==> config.mk <==
export PLATFORM = sky130hd
export DESIGN_NAME = etcb_fifo
export DESIGN_NICKNAME = d
export VERILOG_FILES = /design/src/sv/etcb_pkg.sv /design/src/sv/etcb_fifo.sv
export SDC_FILE = /design/constraint.sdc
export NUM_CORES = 1
export LEC_CHECK = 0
export ABC_AREA = 1
export BUFFER_PORTS_ARGS = -buffer_cell sky130_fd_sc_hd__buf_2
export CAP_MARGIN = 25
export CORE_MARGIN = 4
export CORE_UTILIZATION = 30
export CTS_CLUSTER_DIAMETER = 200
export DETAILED_ROUTE_END_ITERATION = 8
export HOLD_SLACK_MARGIN = 0.03
export PLACE_DENSITY_LB_ADDON = 0.15
export SYNTH_ARGS = -nofsm -noshare
export SYNTH_HDL_FRONTEND = slang
export SYNTH_SLANG_ARGS = --single-unit
==> constraint.sdc <==
create_clock -name clk -period 4.9 [get_ports clk]
set_clock_uncertainty 0.05 [all_clocks]
set_input_delay 0.245 -clock clk [delete_from_list [all_inputs] [get_ports clk]]
set_output_delay 0.245 -clock clk [all_outputs]
set_load 0.005 [all_outputs]
==> src/sv/etcb_pkg.sv <==
// Shared types, constants and fixed-point helpers for the Euler-to-camera-basis block.
package etcb_pkg;

  localparam logic [30:0] Q30_ONE = 31'h4000_0000;
  localparam logic [29:0] PI4_Q30 = 30'd843314857;
  localparam int          NSLOT   = 5;
  localparam int          NSTG    = 3 * NSLOT;

  // Horner divisors per slot; sine is idle in slot 0 (its entry there is unused)
  localparam int COS_DIV [NSLOT] = '{90, 56, 30, 12, 2};
  localparam int SIN_DIV [NSLOT] = '{2, 72, 42, 20, 6};

  localparam int TDATA_W = 144;

  // classified angle: octant and reflected offset within the octant
  typedef struct packed {
    logic [2:0]  oct;
    logic [29:0] off;
  } etcb_ang_t;

  typedef struct packed {
    etcb_ang_t          az;
    etcb_ang_t          ay;
    etcb_ang_t          ax;
    logic signed [31:0] oz;
    logic signed [31:0] oy;
    logic signed [31:0] ox;
  } etcb_item_t;

  typedef struct packed {
    logic [2:0]  oct;
    logic [29:0] r;
    logic [29:0] r2;
    logic [30:0] tc;
    logic [30:0] ts;
    logic [29:0] pc;
    logic [29:0] ps;
    logic [29:0] qc;
    logic [29:0] qs;
  } etcb_lane_t;

  // signed Q1.30 product, rounded half away from zero
  function automatic logic signed [31:0] mul_q30(input logic signed [31:0] a,
                                                 input logic signed [31:0] b);
    logic [30:0] ma;
    logic [30:0] mb;
    logic [61:0] p;
    logic [31:0] q;
    ma = a[31] ? 31'(-a) : a[30:0];
    mb = b[31] ? 31'(-b) : b[30:0];
    p  = 62'(ma) * 62'(mb);
    q  = 32'((p + 62'(32'h2000_0000)) >> 30);
    return (a[31] ^ b[31]) ? -$signed(q) : $signed(q);
  endfunction

endpackage

==> src/sv/etcb_fifo.sv <==
// Four-entry queue between the input side and the arithmetic pipeline.
module etcb_fifo (
  input  logic                 clk,
  input  logic                 rst_n,
  input  logic                 push,
  input  etcb_pkg::etcb_item_t wr_item,
  input  logic                 pop,
  output etcb_pkg::etcb_item_t rd_item,
  output logic                 full,
  output logic                 empty
);

  etcb_pkg::etcb_item_t mem [4];
  logic [1:0] wptr_r;
  logic [1:0] rptr_r;
  logic [2:0] cnt_r;

  assign full    = (cnt_r == 3'd4);
  assign empty   = (cnt_r == 3'd0);
  assign rd_item = mem[rptr_r];

  always_ff @(posedge clk) begin
    if (push) begin
      mem[wptr_r] <= wr_item;
    end
  end

  always_ff @(posedge clk) begin
    if (!rst_n) begin
      wptr_r <= '0;
      rptr_r <= '0;
      cnt_r  <= '0;
    end else begin
      if (push) wptr_r <= wptr_r + 2'd1;
      if (pop)  rptr_r <= rptr_r + 2'd1;
      cnt_r <= cnt_r + 3'(push) - 3'(pop);
    end
  end

endmodule

After elaboration in Yosys (flattened, before gate mapping) --
Memories as Yosys holds them, arrays and structs flattened. A register that Yosys moved wholly into a read port is not among the register bits. Cells that the tools add are included.
Word-level totals: flip-flop bits (word level) 7, bits in writable memories 780, input port bits 199, output and inout port bits 197, logic and storage cells 14, memories kept 1
Cells by class: $add $sub $neg 4, equality and inequality tests 1, mux-type cells 4, reductions and logical operators 1
Memory list:
- mem | words 4, width 195, read ports 1, clocked after memory_dff 1, wr ports 1, line etcb_fifo.sv:13 | etcb_pkg::etcb_item_t mem [4];
Operators with widths (number):
- $add A2 B1 Y2 const B | 2
- $mux W2 | 2
- $add A3 B1 Y3 | 1
- $eq A3 B3 Y1 const B | 1
- $logic_not A3 Y1 | 1
- $sub A3 B1 Y3 | 1
- $mux W1 | 2

Depth between registers and ports, before layout --
word-level depth 3, mapped depth 8, mapped depth without buffers 8

Worst setup path after synthesis --
OpenSTA, ideal clock, no wires.
kind register to register, from register wptr_r[0], to memory mem[2][0] (netlist bit), enable pin, library setup time 0.547 ns, data arrival time 4.332 ns, data required time 4.303 ns, setup slack -0.029 ns, cell stages (with the launch flop) 5, path buffers 0, period minus slack after synthesis 4.929 ns, cells stage by stage dfxtp_1 -> inv_1 -> ha_1 -> nand2_1 -> inv_1
RTL lines:
- from (decl) | line etcb_fifo.sv:14 | logic [1:0] wptr_r;
- from (signal assigned) | line etcb_fifo.sv:34 | if (push) wptr_r <= wptr_r + 2'd1;
- to (decl) | line etcb_fifo.sv:13
Straight into the memory's write port.

==> reports/metrics.cfg <==
[clocking]
cts_tree=built
cts.clk_slew.worst_paths_ns=0.06
cts.sinks=789
cts_buffers=91
clk_latency_ns=0.65
cts_root_buf=clkbuf_16
cts_htree_levels=3
clk_path_buf_depth=3

[route]
vias=19100
drc_errors=0
drtIter0Drc=870
via_per_inst=4.35
ant_nets=0
wl_um=74800
dr.pass1.iters=5
post_drt_wl_per_cell_um=17.0

[power]
switchingPower_mw=3.64
sw_frac_of_total_pct=23.3
clkPwrFrac_pct=40.2
power_frac_seq_pct=50.2
p_comb_share_pct=9.6
p_total_mw=15.6
peakVddDrop_mv=0.276
cellInternalPower_mw=11.9
p_per_area_nw_per_um2=389
power_leakage_nw=15.2

[critical_path]
required_ns=4.61
arrival_ns=2.76
endpoint_kind=output pin
worstSetupPathType=reg -> out
path_max_fanout=116
worstSetupStartpointType=flip-flop

[floorplanning]
die_y_um=334
floorplan.initialDensity_pct=30.3
ios=396
rows=119
coreArea_um2=106000
die_w_um=334
die_area_um2=112000

[place]
gp_congestion=0.717
dp_cells=4021
dp_hpwl_um=43700
pre_cts_slack_ns=2.39
portBuffers=395
place_area_um2=35300

[finish]
final_cell_mix=edfxtp_1, inv_1, nand2_1
area_growth_pct=25.6
layout.cells.non_filler=4391
stdcell_area_um2=40100
drive_gt1_share_pct=25.2
final_common_cell=edfxtp_1
final_nets=3128
fin_util_pct=38.0

[logic_synthesis]
yosysUniqueCellTypes=17
synthCells=2330
synth_seq_cells=789
yosysSeqAreaShare_pct=73.9
syn-num-nets=2536
yosysWarnings=0
syn_area_um2=32000
avgSynthCellArea_um2=13.7

[timing]
maxClockFrequency_mhz=327
rsz0062_at_grt=false
fin_crit_sh_pct=62.4
whs_ns=0.293
tightest_slew_ns=0.991
setup_viol_count_final=0
slew_violations=0
slew_headroom_pct=34.0
layout_setup_ws_ns=1.84
setup_tns_ns=0
period_needed_ns=3.06
hold_violations=0

[run]
cap_violations=0

[run_status]
outcome=complete, no violations

[hold_path]
hold_path.class=in -> reg

[global_route]
grt_pass1_vias=19400
grt-ovfl-total=0
grt_pass1_wl_um=114000
track_usage_pct=13.1
grt_max_degree=138
antenna_found_initial=13

[routing by layer]
| layer | share of wire [%] | vias up | GRT usage (%) |
|---|---|---|---|
| met5 | 0.057 | - | 0 |
| li1 | - | 9350 | - |
| met2 | 49 | 368 | 22.5 |
| met1 | 43 | 9253 | 16.3 |
| met4 | 2.1 | 8 | 3.39 |
| met3 | 6.3 | 122 | 3.85 |
[final cells by class]
type | count | area (um2)
flip-flops and latches | 789 | 23600
diodes | 8 | 20.0
well taps | 1391 | 1740
inverters | 405 | 1540
repair buffers | 629 | 4380
fillers | 10100 | 65400
multi-input cells | 1006 | 6060
clock inverters | 50 | 349
clock buffers | 113 | 2420
[state kept, by name (all words and copies together), names as in the netlist, named ones only]
register	count
mem	780
wptr_r	2
cnt_r	3
rptr_r	2
[critical path, stage by stage (launching register included)]
cell and delay [ns]:
dfxtp_4 0.93, buf_12 0.52, o211ai_2 0.17, nand2_1 0.15, buf_2 0.13
[cells in the mapped netlist, drive strengths merged]
cell type,count,area share [%]
ha,6,0.23
inv,405,4.8
nor3,1,0.016
clkbuf,34,0.40
dfxtp,9,0.56
buf,96,2.0
a21oi,201,3.1
edfxtp,780,73
nor2,2,0.024
fa,1,0.063
o21ai,199,3.1
nand3,1,0.016
nand2,400,4.7
o211ai,195,7.6
[power by group through the flow]
stage	clock network, mW	logic [mW]	registers (mW)
CTS	6.53	1.55	7.83
finish	6.27	1.49	7.82
global route	6.81	1.68	7.84
floorplan	0	0.764	7.95
global placement	0	1.38	7.95
detailed placement	0	1.40	7.97
[cells by family after synthesis]
logic type      count (synthesis)  share of synthesized area (%)
buf+inv                       535                           7.18
compound gates                595                           13.9
simple gates                  404                           4.75
flops                         789                           73.9
fa+ha+maj                       7                          0.298
[timing repair]
item                      in CTS  in global routing
hold endpoints to repair     790                  0
setup buffers                  0                  0
resized for setup              0                  0
hold buffers                 199                  0
[worst paths after layout]
check / start / endpoint / slack (ns) / depth (start not counted)
worst max-delay path: flip-flop / rd_item[101] / 1.84 / 4
worst min-delay path: wr_item[177] / mem[3][177] / 0.29 / 2
worst max register to register: wptr_r[0] / mem[0][104] / 2.43 / 5
worst min register to register: rptr_r[1] / flip-flop / 0.41 / 2
No activity file was read; power rests on OpenSTA's default activity.
