### src/sv/etcb_pkg.sv
// Shared types, constants and fixed-point helpers for the Euler-to-camera-basis block.
package etcb_pkg;

  localparam logic [30:0] Q30_ONE = 31'h4000_0000;
  localparam logic [29:0] PI4_Q30 = 30'd843314857;
  localparam int          NSLOT   = 5;
  localparam int          NSTG    = 3 * NSLOT;

  // Horner divisors per slot; sine is idle in slot 0 (its entry there is unused)
  localparam int COS_DIV [NSLOT] = '{90, 56, 30, 12, 2};
  localparam int SIN_DIV [NSLOT] = '{2, 72, 42, 20, 6};

  localparam int TDATA_W = 144;

  // classified angle: octant and reflected offset within the octant
  typedef struct packed {
    logic [2:0]  oct;
    logic [29:0] off;
  } etcb_ang_t;

  typedef struct packed {
    etcb_ang_t          az;
    etcb_ang_t          ay;
    etcb_ang_t          ax;
    logic signed [31:0] oz;
    logic signed [31:0] oy;
    logic signed [31:0] ox;
  } etcb_item_t;

  typedef struct packed {
    logic [2:0]  oct;
    logic [29:0] r;
    logic [29:0] r2;
    logic [30:0] tc;
    logic [30:0] ts;
    logic [29:0] pc;
    logic [29:0] ps;
    logic [29:0] qc;
    logic [29:0] qs;
  } etcb_lane_t;

  // signed Q1.30 product, rounded half away from zero
  function automatic logic signed [31:0] mul_q30(input logic signed [31:0] a,
                                                 input logic signed [31:0] b);
    logic [30:0] ma;
    logic [30:0] mb;
    logic [61:0] p;
    logic [31:0] q;
    ma = a[31] ? 31'(-a) : a[30:0];
    mb = b[31] ? 31'(-b) : b[30:0];
    p  = 62'(ma) * 62'(mb);
    q  = 32'((p + 62'(32'h2000_0000)) >> 30);
    return (a[31] ^ b[31]) ? -$signed(q) : $signed(q);
  endfunction

endpackage

### src/sv/etcb_front.sv
// Input side: unpacks a transaction and folds each angle into octant and offset.
module etcb_front #(
  parameter int ANGLE_BITS = 16
) (
  input  logic [etcb_pkg::TDATA_W-1:0] in_tdata,
  input  logic                         in_tvalid,
  output logic                         in_tready,
  input  logic                         q_full,
  output logic                         q_push,
  output etcb_pkg::etcb_item_t         q_item
);

  function automatic etcb_pkg::etcb_ang_t classify(input logic [15:0] ang);
    logic [31:0] a32;
    logic [31:0] ph;
    etcb_pkg::etcb_ang_t res;
    a32 = {16'b0, ang} & ((32'd1 << ANGLE_BITS) - 32'd1);
    ph  = a32 << (32 - ANGLE_BITS);
    res.oct = ph[31:29];
    res.off = ph[29] ? (30'h2000_0000 - {1'b0, ph[28:0]}) : {1'b0, ph[28:0]};
    return res;
  endfunction

  assign in_tready = !q_full;
  assign q_push    = in_tvalid && !q_full;

  always_comb begin
    q_item.ax = classify(in_tdata[15:0]);
    q_item.ay = classify(in_tdata[31:16]);
    q_item.az = classify(in_tdata[47:32]);
    q_item.ox = $signed(in_tdata[79:48]);
    q_item.oy = $signed(in_tdata[111:80]);
    q_item.oz = $signed(in_tdata[143:112]);
  end

endmodule

### config.mk
export PLATFORM = sky130hd
export DESIGN_NAME = etcb_front
export DESIGN_NICKNAME = d
export VERILOG_FILES = /design/src/sv/etcb_pkg.sv /design/src/sv/etcb_front.sv
export SDC_FILE = /design/constraint.sdc
export NUM_CORES = 1
export LEC_CHECK = 0
export ABC_AREA = 1
export BUFFER_PORTS_ARGS = -buffer_cell sky130_fd_sc_hd__buf_2
export CELL_PAD_IN_SITES_DETAIL_PLACEMENT = 1
export CELL_PAD_IN_SITES_GLOBAL_PLACEMENT = 2
export CORE_MARGIN = 2
export CORE_UTILIZATION = 12
export DETAILED_ROUTE_END_ITERATION = 8
export GPL_ROUTABILITY_DRIVEN = 0
export PLACE_DENSITY_LB_ADDON = 0.1
export SYNTH_ARGS = -nofsm -noshare
export SYNTH_HDL_FRONTEND = slang
export SYNTH_SLANG_ARGS = --single-unit
### constraint.sdc
create_clock -name vclk -period 0.8
set_input_delay 0 -clock vclk [all_inputs]
set_output_delay 0 -clock vclk [all_outputs]
set_load 0.01 [all_outputs]
# Word-level counts from Yosys, hierarchy flattened
# Index checks and enable logic that the tools add are counted.
# classes
addsub	3
mux	3
n_reduce_logical	2
# ops
op	n
$mux 30	3
$sub 30x29->30 const A	3
$logic_and 1x1->1	1
$logic_not 1->1	1
# word_totals
regBits	0
in_bits	146

# Longest topological paths before layout
# logic_depth
word_depth	2
depth_mapped	7
mapped_depth_nobuf	7

# Least setup slack after synthesis
# No wires, ideal clock.
# synth_timing
path_kind	input to output
startpoint	in in_tdata[0] (netlist name)
endpoint	out q_item[120] (netlist name)
arrival_ps	715
required_ps	800
path_slack_ps	85
stages	6
path_buffers	0
cell_sequence	inv_1 ha_1 nand2_1 nand2_2 nand2_1 xor2_1
# synth_rtl
element	line_no	rtl
start: declaration	etcb_front.sv:5	input logic [etcb_pkg::TDATA_W-1:0] in_tdata,
end: declaration	etcb_front.sv:10	output etcb_pkg::etcb_item_t q_item

==> flow_summary.json <==
{
  "period_needed_ns": 0.811,
  "p_leak_uw": 0.00158,
  "rsz0062_at_grt": "true",
  "place_area_mm2": 0.00228,
  "post-place-cells": 631,
  "grt_pass1_vias": 2188,
  "crit_required_ns": 0.80,
  "grt_max_degree": 11,
  "drc": 0,
  "area_delta_synth_final_pct": 37.5,
  "worstSetupPathType": "input port to primary output",
  "internal_power_uw": 768,
  "yosysSeqAreaShare_pct": 0,
  "synth_xor_area_share_pct": 8.17,
  "grt_usage_pct": 6.66,
  "crit_path_frequent_cell": "nor2_4",
  "fin_crit_sh_pct": 101,
  "routedWlPerCell_um": 11.2,
  "initial_core_util_pct": 12.1,
  "synth_adder_area_share_pct": 1.67,
  "hold_viol_final": 0,
  "stdcell_area_mm2": 0.00310,
  "p_per_area_mw_per_mm2": 549,
  "synth.avg_cell_area_um2": 5.94,
  "ir_drop_v": 0.000103,
  "core-area_mm2": 0.0186,
  "seqCellArea_um2": 0,
  "muxShareOfSynthArea_pct": 0,
  "maxCapViolations": 0,
  "startpoint_type": "input port",
  "path_cells": "buf_8 > nor2_4 > inv_2 > nor2_4 > nand2_4 > nor3_4 > buf_2",
  "seq_cell_count": 0,
  "nFillCells": 2267,
  "syn_area_mm2": 0.00225,
  "setup_slack_ns": -0.0110,
  "pin_count": 343,
  "sequentialPowerShare_pct": 0,
  "cp.depth": 7,
  "synthTopCellsByArea": "buf_4 (52%), nand2_1 (15%), inv_1 (5.3%)",
  "n_antenna_cell": 0,
  "synth_top_cell_by_area": "buf_4",
  "multiInputGateArea_mm2": 0.00163,
  "cp_data_arrival_time_ns": 0.81,
  "crit_family": "simple AND/OR/NAND/NOR gates",
  "switching_share_pct": 54.9,
  "endpoint_kind": "primary output",
  "path_buf_inv": 3,
  "gr-total-overflow": 0,
  "status": "complete, but fails checks",
  "whs_path_depth": 0,
  "fmax_mhz": 1230,
  "whs_ns": 0.00000391,
  "nClkBuffers": 0,
  "vias": 2074,
  "drtIter0Drc": 23,
  "crit_path_start": "in_tdata[20]",
  "rows": 50,
  "viasPerCell": 3.26,
  "drive_gt1_share_pct": 60.5,
  "clkPwrFrac_pct": 0,
  "finalNonFillerCells": 637,
  "routed_wl_um": 7140,
  "cp_max_fo": 3,
  "syn-instance-count": 379,
  "final_nets": 554,
  "port_buffers": 91,
  "hold_start": "in_tdata[55]",
  "setup_viol": 3,
  "violations": "setup timing",
  "finalMaxSlewViolations": 0,
  "p_comb_share_pct": 100.0,
  "dieWidth_um": 141,
  "ys_top_cells_by_count": "buf_4 (156), nand2_1 (90), inv_1 (32), nor2_1 (31), nand3_1 (18)",
  "worstHoldPathType": "input port to primary output",
  "slowest_stage": "nor2_4",
  "antenna_found_initial": 0,
  "switching_power_uw": 934,
  "synthSimpleGateAreaFrac_pct": 30.5,
  "postRouteAntennaNets": 0,
  "die_height_um": 141,
  "yosysMostFrequentCell": "buf_4",
  "max_stage_delay_ns": 0.16,
  "synth_top_family_by_area": "buffers and inverters",
  "dr.pass1.iters": 4,
  "grt_pass1_wl_um": 11100,
  "die-area_mm2": 0.0199,
  "yosysTopAreaCellShare_pct": 52.0,
  "synth.distinct_cells": 17,
  "synth_compound_area_share_pct": 0.667,
  "yosysWarnings": 0,
  "dp_hpwl_um": 6330,
  "fin_util_pct": 16.7
}
-- path summary, 6_finish.rpt --
path	endpoint	slack [ns]
worst min-delay path	q_item[7]	0.000004
worst max-delay path	q_item[158]	-0.01
-- power by group through the flow --
stage | Sequential (uW) | Combinational (uW) | Clock, uW
2_1_floorplan | 0 | 1340 | 0
3_3_place_gp | 0 | 1300 | 0
3_5_place_dp | 0 | 1290 | 0
4_1_cts | 0 | 1510 | 0
5_1_grt | 0 | 1880 | 0
6_report | 0 | 1700 | 0
-- timing repair --
action / 4_1_cts / 5_1_grt
buffers inserted: 3 / 3
hold buffers: 0 / 0
resized for setup: 110 / 118
endpoints found under the setup margin: 35 / 29
pin swaps: 36 / 68
-- through the flow --
stage | setup WS, ns | total power (uW) | setup TNS (ns)
CTS | -0.0609 | 1510 | -0.313
finish | -0.0110 | 1700 | -0.0155
floorplan | 0.0853 | 1340 | 0
global route | -0.0773 | 1880 | -0.889
detailed placement | -0.195 | 1290 | -3.81
global placement | -0.187 | 1300 | -3.56
-- logic make-up (layout without fill, tap and decap cells) --
| group | after synthesis | after routing |
|---|---|---|
| adder cells (fa/ha/maj) | 3 | 3 |
| XOR/XNOR | 21 | 21 |
| AND/OR/NAND/NOR | 160 | 160 |
| other | 1 | 48 |
| buffers and inverters | 191 | 168 |
| AO/OA/AOI/OAI | 3 | 3 |
-- cell type report --
cell class / instances / share of cell area (%)
multi-input combinational: 235 / 52.6
tap: 234 / 9.45
timing repair buffer: 136 / 33.3
inverter: 32 / 4.61
-- cells in the final DEF (no fill, tap or decap), types with 3 or more instances in the layout --
cell and count:
buf_2 64, conb_1 48, nand2_1 43, buf_4 41, nand2_2 30, inv_1 23, nor2_4 22, buf_6 19
nand2_4 17, xor2_1 12, buf_8 10, nand4_1 9, nand3_2 9, nand3_1 9, nor2_2 8, xnor2_1 8
nor2_1 4, inv_4 3, inv_6 3, nand2_8 3, inv_2 3, and2_4 3, o21ai_0 3, ha_4 3
-- layer usage --
layer	track usage (%)	wire, um
met3	1.32	568
met2	12.3	3600
met5	0	0
met4	2.00	182
met1	7.74	2790
No activity file was read; power rests on OpenSTA's default activity.
